### config.mk
export PLATFORM = sky130hd
export DESIGN_NAME = biped_gait_phase_sequencer_core
export DESIGN_NICKNAME = d
export VERILOG_FILES = /design/src/rtl/bgps_pkg.sv /design/src/rtl/biped_gait_phase_sequencer_core.sv /design/src/rtl/bgps_slew.sv
export SDC_FILE = /design/constraint.sdc
export NUM_CORES = 2
export LEC_CHECK = 0
export ABC_AREA = 0
export BUFFER_PORTS_ARGS = -buffer_cell sky130_fd_sc_hd__buf_2
export CORE_UTILIZATION = 50
export CTS_BUF_LIST = sky130_fd_sc_hd__clkbuf_4 sky130_fd_sc_hd__clkbuf_8
export DETAILED_ROUTE_END_ITERATION = 12
export PLACE_DENSITY = 0.67
export SETUP_SLACK_MARGIN = 0.05
export SYNTH_ARGS = -nofsm -noshare
export SYNTH_HDL_FRONTEND = slang
export SYNTH_HIERARCHICAL = 1
export SYNTH_SLANG_ARGS = --single-unit
### constraint.sdc
create_clock -name clk -period 18.2 [get_ports clk]
set_input_delay 3.64 -clock clk [delete_from_list [all_inputs] [get_ports clk]]
set_output_delay 3.64 -clock clk [all_outputs]
set_load 0.02 [all_outputs]
### src/rtl/bgps_pkg.sv
// Shared types and constants of the gait phase sequencer.
package bgps_pkg;

  localparam int LEN_W     = 23;  // foot position word, 0.1 um
  localparam int ANG_W     = 29;  // foot angle word, microdegrees
  localparam int LIM_LEN_W = 16;  // per-tick length step limit
  localparam int LIM_ANG_W = 22;  // per-tick angle step limit
  localparam int TIME_W    = 32;  // phase timer, 1/25 us units
  localparam int STEP_W    = 16;

  localparam logic [TIME_W-1:0] T_SHORT  = 32'd10000000;  // 0.4 s
  localparam logic [TIME_W-1:0] T_LONG   = 32'd20000000;  // 0.8 s
  localparam logic [5:0]        ANG_RATE = 6'd60;         // udeg per us

  localparam logic [21:0] STAND_HEIGHT_RST   = 22'd1500000;
  localparam logic [19:0] STEP_LENGTH_RST    = 20'd300000;
  localparam logic [19:0] STEP_CLEAR_RST     = 20'd200000;
  localparam logic [26:0] TURN_ANGLE_RST     = 27'd10000000;
  localparam logic [25:0] BODY_TILT_RST      = 26'd8000000;
  localparam logic [16:0] RELEASE_LEVEL_RST  = 17'd300;
  localparam logic [7:0]  MOVE_SPEED_RST     = 8'd50;
  localparam logic signed [LEN_W-1:0] HEIGHT_RST = -23'sd1500000;

  typedef enum logic [2:0] {
    CMD_STOP   = 3'd0,
    CMD_FWD    = 3'd1,
    CMD_BACK   = 3'd2,
    CMD_TURN_L = 3'd3,
    CMD_TURN_R = 3'd4
  } cmd_t;

  typedef enum logic [2:0] {
    CFG_STAND_HEIGHT  = 3'd0,
    CFG_STEP_LENGTH   = 3'd1,
    CFG_STEP_CLEAR    = 3'd2,
    CFG_TURN_ANGLE    = 3'd3,
    CFG_BODY_TILT     = 3'd4,
    CFG_RELEASE_LEVEL = 3'd5,
    CFG_MOVE_SPEED    = 3'd6
  } cfg_idx_t;

  typedef enum logic [2:0] {
    PH_STAND   = 3'd0,
    PH_SHIFT_L = 3'd1,
    PH_SWING_R = 3'd2,
    PH_DROP_R  = 3'd3,
    PH_SHIFT_R = 3'd4,
    PH_SWING_L = 3'd5,
    PH_DROP_L  = 3'd6
  } phase_t;

  typedef struct packed {
    logic signed [LEN_W-1:0] lx;
    logic signed [LEN_W-1:0] ly;
    logic signed [LEN_W-1:0] rx;
    logic signed [LEN_W-1:0] ry;
    logic signed [ANG_W-1:0] lyaw;
    logic signed [ANG_W-1:0] lroll;
    logic signed [ANG_W-1:0] ryaw;
    logic signed [ANG_W-1:0] rroll;
  } pose_t;

endpackage

### src/rtl/biped_gait_phase_sequencer_core.sv
// Gait phase sequencer: seven-phase walking cycle with rate-limited foot poses.
//
//  channel | dir | handshake              | payload
//  --------+-----+------------------------+-------------------------------------
//  cfg     | in  | cfg_we                 | cfg_addr index, cfg_wdata value
//  in      | in  | in_tvalid / in_tready  | in_tdata: tick fields
//  out     | out | out_tvalid / out_tready| out_tdata: poses, phase, step count
//
// One tick per clock sustained while out_tready stays high. A tick is held in
// the input register, then the phase logic and eight rate limiters update the
// pose state, which is the result register. rst_n is synchronous: phase 0,
// timer and step count cleared, standing pose, registers back to their
// defaults. A stalled result holds its state and blocks the input register;
// the input side keeps taking a transfer while the input register is empty.
module biped_gait_phase_sequencer_core (
  input  logic         clk,
  input  logic         rst_n,
  input  logic         cfg_we,
  input  logic [2:0]   cfg_addr,
  input  logic [26:0]  cfg_wdata,
  input  logic         in_tvalid,
  output logic         in_tready,
  // cmd[2:0] dt_us[18:3] left_force[34:19] right_force[50:35]
  // left_grounded[51] right_grounded[52] zero[55:53]
  input  logic [55:0]  in_tdata,
  output logic         out_tvalid,
  input  logic         out_tready,
  // left_x[22:0] left_height[45:23] left_yaw[74:46] left_roll[103:75]
  // right_x[126:104] right_height[149:127] right_yaw[178:150]
  // right_roll[207:179] gait_phase[210:208] steps_taken[226:211] zero[231:227]
  output logic [231:0] out_tdata
);

  import bgps_pkg::*;

  // configuration
  logic [21:0] stand_height_r;
  logic [19:0] step_length_r;
  logic [19:0] step_clear_r;
  logic [26:0] turn_angle_r;
  logic [25:0] body_tilt_r;
  logic [16:0] release_level_r;
  logic [7:0]  move_speed_r;

  // input register
  logic        in_v_r;
  logic [2:0]  cmd_r;
  logic [15:0] dt_r;
  logic [15:0] lf_r;
  logic [15:0] rf_r;
  logic        lg_r;
  logic        rg_r;

  // sequencer state, also the result payload
  phase_t              phase_r, phase_nxt;
  logic [TIME_W-1:0]   ptime_r, ptime_nxt;
  logic [STEP_W-1:0]   steps_r, steps_nxt;
  pose_t               pose_r, pose_nxt, tgt;
  logic                out_v_r;

  logic                fire;
  logic                moving;
  logic signed [LEN_W-1:0] sl, hsl, stand, lift;
  logic signed [ANG_W-1:0] tl, htl, tilt;
  logic [23:0]         adv;
  logic [TIME_W:0]     tsum;
  logic [TIME_W-1:0]   pt_adv;
  logic [LIM_ANG_W-1:0] lim_ang;

  assign fire       = in_v_r && (!out_v_r || out_tready);
  assign in_tready  = !in_v_r || fire;
  assign out_tvalid = out_v_r;

  always_ff @(posedge clk) begin
    if (!rst_n) begin
      stand_height_r  <= STAND_HEIGHT_RST;
      step_length_r   <= STEP_LENGTH_RST;
      step_clear_r    <= STEP_CLEAR_RST;
      turn_angle_r    <= TURN_ANGLE_RST;
      body_tilt_r     <= BODY_TILT_RST;
      release_level_r <= RELEASE_LEVEL_RST;
      move_speed_r    <= MOVE_SPEED_RST;
    end else if (cfg_we) begin
      unique case (cfg_addr)
        CFG_STAND_HEIGHT:  stand_height_r  <= cfg_wdata[21:0];
        CFG_STEP_LENGTH:   step_length_r   <= cfg_wdata[19:0];
        CFG_STEP_CLEAR:    step_clear_r    <= cfg_wdata[19:0];
        CFG_TURN_ANGLE:    turn_angle_r    <= cfg_wdata[26:0];
        CFG_BODY_TILT:     body_tilt_r     <= cfg_wdata[25:0];
        CFG_RELEASE_LEVEL: release_level_r <= cfg_wdata[16:0];
        CFG_MOVE_SPEED:    move_speed_r    <= cfg_wdata[7:0];
        default: ;  // drop writes beyond the register list
      endcase
    end
  end

  always_ff @(posedge clk) begin
    if (!rst_n) begin
      in_v_r <= 1'b0;
    end else if (in_tready) begin
      in_v_r <= in_tvalid;
    end
  end

  always_ff @(posedge clk) begin
    if (in_tready && in_tvalid) begin
      cmd_r <= in_tdata[2:0];
      dt_r  <= in_tdata[18:3];
      lf_r  <= in_tdata[34:19];
      rf_r  <= in_tdata[50:35];
      lg_r  <= in_tdata[51];
      rg_r  <= in_tdata[52];
    end
  end

  // command decode: stride and turn targets, halves truncated in magnitude
  always_comb begin
    moving = 1'b1;
    sl     = '0;
    hsl    = '0;
    tl     = '0;
    htl    = '0;
    unique case (cmd_r)
      CMD_FWD: begin
        sl  = {3'b0, step_length_r};
        hsl = {4'b0, step_length_r[19:1]};
      end
      CMD_BACK: begin
        sl  = -{3'b0, step_length_r};
        hsl = -{4'b0, step_length_r[19:1]};
      end
      CMD_TURN_L: begin
        tl  = -{2'b0, turn_angle_r};
        htl = -{3'b0, turn_angle_r[26:1]};
      end
      CMD_TURN_R: begin
        tl  = {2'b0, turn_angle_r};
        htl = {3'b0, turn_angle_r[26:1]};
      end
      default: moving = 1'b0;  // stop and unknown codes
    endcase
  end

  assign stand = -{1'b0, stand_height_r};
  assign lift  = stand + {3'b0, step_clear_r};
  assign tilt  = {3'b0, body_tilt_r};

  // phase timer advance, saturating
  assign adv    = {8'b0, dt_r} * {16'b0, move_speed_r};
  assign tsum   = {1'b0, ptime_r} + {9'b0, adv};
  assign pt_adv = tsum[TIME_W] ? '1 : tsum[TIME_W-1:0];

  always_comb begin
    phase_nxt = phase_r;
    ptime_nxt = ptime_r;
    steps_nxt = steps_r;
    tgt       = '0;
    tgt.ly    = stand;
    tgt.ry    = stand;
    if (moving) begin
      ptime_nxt = pt_adv;
      unique case (phase_r)
        PH_SHIFT_L: begin
          tgt.lroll = tilt;  tgt.rroll = tilt;
          tgt.lx    = hsl;   tgt.rx    = -hsl;
          tgt.lyaw  = htl;   tgt.ryaw  = htl;
          if (pt_adv > T_SHORT && {1'b0, rf_r} < release_level_r) begin
            phase_nxt = PH_SWING_R;
            ptime_nxt = '0;
          end
        end
        PH_SWING_R: begin
          tgt.lroll = tilt;  tgt.rroll = tilt;
          tgt.lx    = -hsl;  tgt.rx    = sl;
          tgt.ryaw  = tl;    tgt.ry    = lift;
          if (pt_adv > T_SHORT) begin
            phase_nxt = PH_DROP_R;
            ptime_nxt = '0;
          end
        end
        PH_DROP_R: begin
          tgt.lroll = tilt;  tgt.rroll = tilt;
          tgt.lx    = -hsl;  tgt.rx    = sl;
          tgt.ryaw  = tl;
          if (rg_r || pt_adv > T_LONG) begin
            phase_nxt = PH_SHIFT_R;
            ptime_nxt = '0;
          end
        end
        PH_SHIFT_R: begin
          tgt.lroll = -tilt; tgt.rroll = -tilt;
          tgt.lx    = -hsl;  tgt.rx    = hsl;
          tgt.lyaw  = htl;   tgt.ryaw  = htl;
          if (pt_adv > T_SHORT && {1'b0, lf_r} < release_level_r) begin
            phase_nxt = PH_SWING_L;
            ptime_nxt = '0;
          end
        end
        PH_SWING_L: begin
          tgt.lroll = -tilt; tgt.rroll = -tilt;
          tgt.rx    = -hsl;  tgt.lx    = sl;
          tgt.lyaw  = tl;    tgt.ly    = lift;
          if (pt_adv > T_SHORT) begin
            phase_nxt = PH_DROP_L;
            ptime_nxt = '0;
          end
        end
        PH_DROP_L: begin
          tgt.lroll = -tilt; tgt.rroll = -tilt;
          tgt.rx    = -hsl;  tgt.lx    = sl;
          tgt.lyaw  = tl;
          if (lg_r || pt_adv > T_LONG) begin
            phase_nxt = PH_SHIFT_L;
            ptime_nxt = '0;
            steps_nxt = steps_r + 16'd1;
          end
        end
        default: begin
          // leave stand: enter shift left, still aim at the stand pose
          phase_nxt = PH_SHIFT_L;
          ptime_nxt = '0;
        end
      endcase
    end else begin
      phase_nxt = PH_STAND;
    end
  end

  assign lim_ang = {6'b0, dt_r} * {16'b0, ANG_RATE};

  bgps_slew #(.W(LEN_W), .LW(LIM_LEN_W)) u_slew_lx (
    .cur(pose_r.lx), .tgt(tgt.lx), .lim(dt_r), .nxt(pose_nxt.lx));
  bgps_slew #(.W(LEN_W), .LW(LIM_LEN_W)) u_slew_ly (
    .cur(pose_r.ly), .tgt(tgt.ly), .lim(dt_r), .nxt(pose_nxt.ly));
  bgps_slew #(.W(LEN_W), .LW(LIM_LEN_W)) u_slew_rx (
    .cur(pose_r.rx), .tgt(tgt.rx), .lim(dt_r), .nxt(pose_nxt.rx));
  bgps_slew #(.W(LEN_W), .LW(LIM_LEN_W)) u_slew_ry (
    .cur(pose_r.ry), .tgt(tgt.ry), .lim(dt_r), .nxt(pose_nxt.ry));
  bgps_slew #(.W(ANG_W), .LW(LIM_ANG_W)) u_slew_lyaw (
    .cur(pose_r.lyaw), .tgt(tgt.lyaw), .lim(lim_ang), .nxt(pose_nxt.lyaw));
  bgps_slew #(.W(ANG_W), .LW(LIM_ANG_W)) u_slew_lroll (
    .cur(pose_r.lroll), .tgt(tgt.lroll), .lim(lim_ang), .nxt(pose_nxt.lroll));
  bgps_slew #(.W(ANG_W), .LW(LIM_ANG_W)) u_slew_ryaw (
    .cur(pose_r.ryaw), .tgt(tgt.ryaw), .lim(lim_ang), .nxt(pose_nxt.ryaw));
  bgps_slew #(.W(ANG_W), .LW(LIM_ANG_W)) u_slew_rroll (
    .cur(pose_r.rroll), .tgt(tgt.rroll), .lim(lim_ang), .nxt(pose_nxt.rroll));

  always_ff @(posedge clk) begin
    if (!rst_n) begin
      phase_r <= PH_STAND;
    end else if (fire) begin
      phase_r <= phase_nxt;
    end
  end

  always_ff @(posedge clk) begin
    if (!rst_n) begin
      ptime_r  <= '0;
      steps_r  <= '0;
      pose_r   <= '{lx: '0, ly: HEIGHT_RST, rx: '0, ry: HEIGHT_RST,
                    lyaw: '0, lroll: '0, ryaw: '0, rroll: '0};
      out_v_r  <= 1'b0;
    end else begin
      if (fire) begin
        ptime_r <= ptime_nxt;
        steps_r <= steps_nxt;
        pose_r  <= pose_nxt;
        out_v_r <= 1'b1;
      end else if (out_tready) begin
        out_v_r <= 1'b0;
      end
    end
  end

  assign out_tdata = {5'b0, steps_r, phase_r,
                      pose_r.rroll, pose_r.ryaw, pose_r.ry, pose_r.rx,
                      pose_r.lroll, pose_r.lyaw, pose_r.ly, pose_r.lx};

endmodule

### src/rtl/bgps_slew.sv
// Rate limiter: move one pose value toward its target by at most lim.
module bgps_slew #(
  parameter int W  = 23,
  parameter int LW = 16
) (
  input  logic signed [W-1:0] cur,
  input  logic signed [W-1:0] tgt,
  input  logic        [LW-1:0] lim,
  output logic signed [W-1:0] nxt
);

  logic signed [W:0] diff;
  logic signed [W:0] lim_s;
  logic signed [W:0] up;
  logic signed [W:0] dn;

  assign lim_s = $signed({{(W + 1 - LW){1'b0}}, lim});
  assign diff  = $signed({tgt[W-1], tgt}) - $signed({cur[W-1], cur});
  assign up    = $signed({cur[W-1], cur}) + lim_s;
  assign dn    = $signed({cur[W-1], cur}) - lim_s;

  // result always lies between cur and tgt, so W bits hold it
  always_comb begin
    if (diff > lim_s) begin
      nxt = up[W-1:0];
    end else if (diff < -lim_s) begin
      nxt = dn[W-1:0];
    end else begin
      nxt = tgt;
    end
  end

endmodule

==> impl_results.md <==
- Status: completed
- Startpoint types: flop
- Placed cell area: a little under 80000 um^2
- Clock sinks: 454
- Iter 0 DRT Violations: ~7700
- Worst setup path start: cmd_r[2]
- Hold path start: step_clear_r[15]
- Hold Path Class: flop to flop
- Comb power frac: 83.2%
- Final Cycle Share: 60.29%
- Seq/Total Area, Yosys: 12.68%
- Rel. slew slack: 10.20%
- Number of enable flip-flop cells after synthesis: 53
- Top cell type's share of synthesized area: 16.20%
- Tot GR Track Use: 35.45%
- Number of cells upsized or downsized after cts: 0
- Post-route DRC: 0
- Clk_skew: 0.05314 ns
- Syn Std Cell Area: 75860 um^2
- Crit end category: flop
- Gr ovfl total: 0
- Reg2reg start: cmd_r[2]
- Drt first pass iters: 8
- Leak Pwr: 35.81 nW
- CTS tree: built
- Sum Neg Setup Slack: 0 ns
- Pint: ~0.0072 W
- Crit path max fanout: 43
- Most common library cells after synthesis: nand2_1, a21oi_1, ha_1
- Worst-Margin Slew: 1.333 ns
- Flop pwr share: 8.8%
- Antenna violations before repair: 37
- Max Slew Vio Count: 0
- Synth warn: 6
- Ys flop type: dfxtp_1
- WL/cell: 21.94 um
- CTS Buffer Depth: 3
- Kind of critical path: flop to flop
- Layout cell share with drive strength beyond 1: 8.512%
- FP Rows: about 140
- Nets: 11973
- Max-Cap Viols: 0
- # hold bufs at CTS: 0
- Slowest stage cell, crit path: o311ai_0
- Final Instance Area: a little over 80000 um^2
- Post-route ant nets: 0
- Num CTS Buffers: 92
- Final setup viols: 0
- CP dominant cell by count: nand2_1
- Peak supply drop: approximately 0.19 mV
- Final core utilization: roughly 54%
- Area contributors post-synth: ha_1, dfxtp_1, nand2_1
- Fin crit period: around 11 ns
- Highest cell delay on the worst timing path: about 0.88 ns
- Area leader, netlist: ha_1
- Vias in the first global route: 74854
- Clock latency on the worst-skew pair: roughly 0.86 ns
- Routed WL: between 200 and 300 mm
- Die height: between 300 and 400 um
- Synthesized instance count: 10655
- First-pass GRT wire length: about 430 mm
- Top Ports: 325
- Mean Syn Cell Area: 7.119 um^2
- Required @ worst endpoint: 18.96 ns
- F_max: 91.13 MHz
- Worst EP arrival: between 10 and 15 ns
- Clock Power Share: 7.9%
- # H-tree levels: 3
- Routability cong.: about 1
- Vias per cell: 6.278
- Dpl hpwl: 217.2 mm
- PD cells: 204.2 nW/um^2
- Hold Violations, Final: 0
- Postcts setup bufs: 0
- Die X-Extent: between 300 and 400 um
- RSZ-0062 raised after global routing: no
- Clk slew on worst S/H paths: 0.06 ns
- Largest net degree at the start of global routing: 73
- # port buffers: roughly 320
- Sw power: 0.009452 W
- Via count: 80736
- Ys async rst share: 0%
- Final worst slack: 7.226 ns
- Clk Tree Root Cell: clkbuf_8
- Area Overhead vs Synth: 7.384%
- Die ar.: 153300 um^2
- Core area: around 150000 um^2
- Switching share of power: 56.81%
- Dpl ws: approximately 7.5 ns
- Seq cells post-synth: between 400 and 500
- Count leader, synth: nand2_1
- Starting Density: 50.53%
- Synth unique cells: 148
==> per-layer routing <==
layer,vias to the layer above,track usage [%],share of wire [%]
met5,-,0,0.018
met1,38295,47.29,43
li1,38404,-,-
met4,8,15.90,4.5
met3,582,5.411,8.4
met2,3447,56.14,44
==> layout by cell type, fill, tap and decap left out, types with 51 or more instances in the layout <==
cell type and n:
a21o_1 206, or2_2 60, o211ai_1 100, nor4_1 120
nand2b_1 141, a31oi_1 86, buf_4 125, ha_1 982
buf_2 315, nor3_1 281, o21bai_1 62, nor2b_1 104
o21a_1 101, o21ai_0 569, xor2_1 98, and3_1 77
nand3_1 305, nor2_1 804, xnor2_1 371, and2_1 170
mux2i_1 72, a21oi_1 1006, fa_1 160, edfxtp_1 53
dfxtp_1 398, clkbuf_8 111, a211oi_1 111, o311ai_0 51
a221oi_1 52, or3_1 95, nand2_1 1403, o31ai_1 77
inv_1 886, nand4_1 101
==> worst max-delay path: cells and delay by family, from the launching register on <==
kind,cells,cell delay (ns)
AO/OA/AOI/OAI,11,4.03
buffers and inverters,1,0.13
adder cells (fa/ha/maj),3,1.31
flip-flops,1,0.85
AND/OR/NAND/NOR,12,4.16
XOR/XNOR,1,0.36
==> worst paths after layout <==
path | endpoint | slack, ns | depth (start not counted)
max reg2reg | out_tdata[116] | 7.23 | 28
max | out_tdata[116] | 7.23 | 28
min | step_clear_r[15] | 0.46 | 2
min reg2reg | step_clear_r[15] | 0.46 | 2
==> per-stage QoR <==
stage / total power, W / hold WS (ns) / cells
3_3_place_gp: 0.01462 / 0.4437 / 12662
6_report: 0.01664 / 0.4622 / 12861
3_5_place_dp: 0.01488 / 0.4537 / 12662
4_1_cts: 0.01628 / 0.4618 / 12836
2_1_floorplan: 0.01209 / 0.4315 / 10701
5_1_grt: 0.01798 / 0.4800 / 12854
==> sequential cells by signal (all words and copies together), names as in the netlist <==
register / cells
body_tilt_r: 26
cmd_r: 3
dt_r: 16
in_v_r: 1
lf_r: 16
lg_r: 1
move_speed_r: 8
out_tdata: 208
out_tvalid: 1
phase_r: 3
ptime_r: 32
release_level_r: 17
rf_r: 16
rg_r: 1
stand_height_r: 22
step_clear_r: 20
step_length_r: 20
steps_r: 16
turn_angle_r: 27
==> cell families after synthesis <==
kind of cell	share of synthesized area, %
simple gates	24.85
compound gates	27.55
buf+inv	7.183
fa+ha+maj	20.57
xor+xnor	5.763
flops	12.68
mux	1.390
other cells	0.004944
==> area by class of cell <==
type	count	area, um^2
clock buffers	132	1685
diodes	25	62.56
fillers	14784	68670
well taps	2016	2522
repair buffers	440	2515
multi-input cells	8861	61170
flip-flops and latches	454	9623
clock inverters	42	524.3
inverters	891	3352
==> power by group through the flow <==
stage	Combinational [W]	Sequential, W	Clock, W
2_1_floorplan	0.0105	0.00157	0
3_3_place_gp	0.0131	0.00149	0
3_5_place_dp	0.0134	0.00149	0
4_1_cts	0.0135	0.00147	0.00135
5_1_grt	0.0151	0.00150	0.00139
6_report	0.0138	0.00147	0.00132
Note: power is estimated with default switching activity, not from simulation.
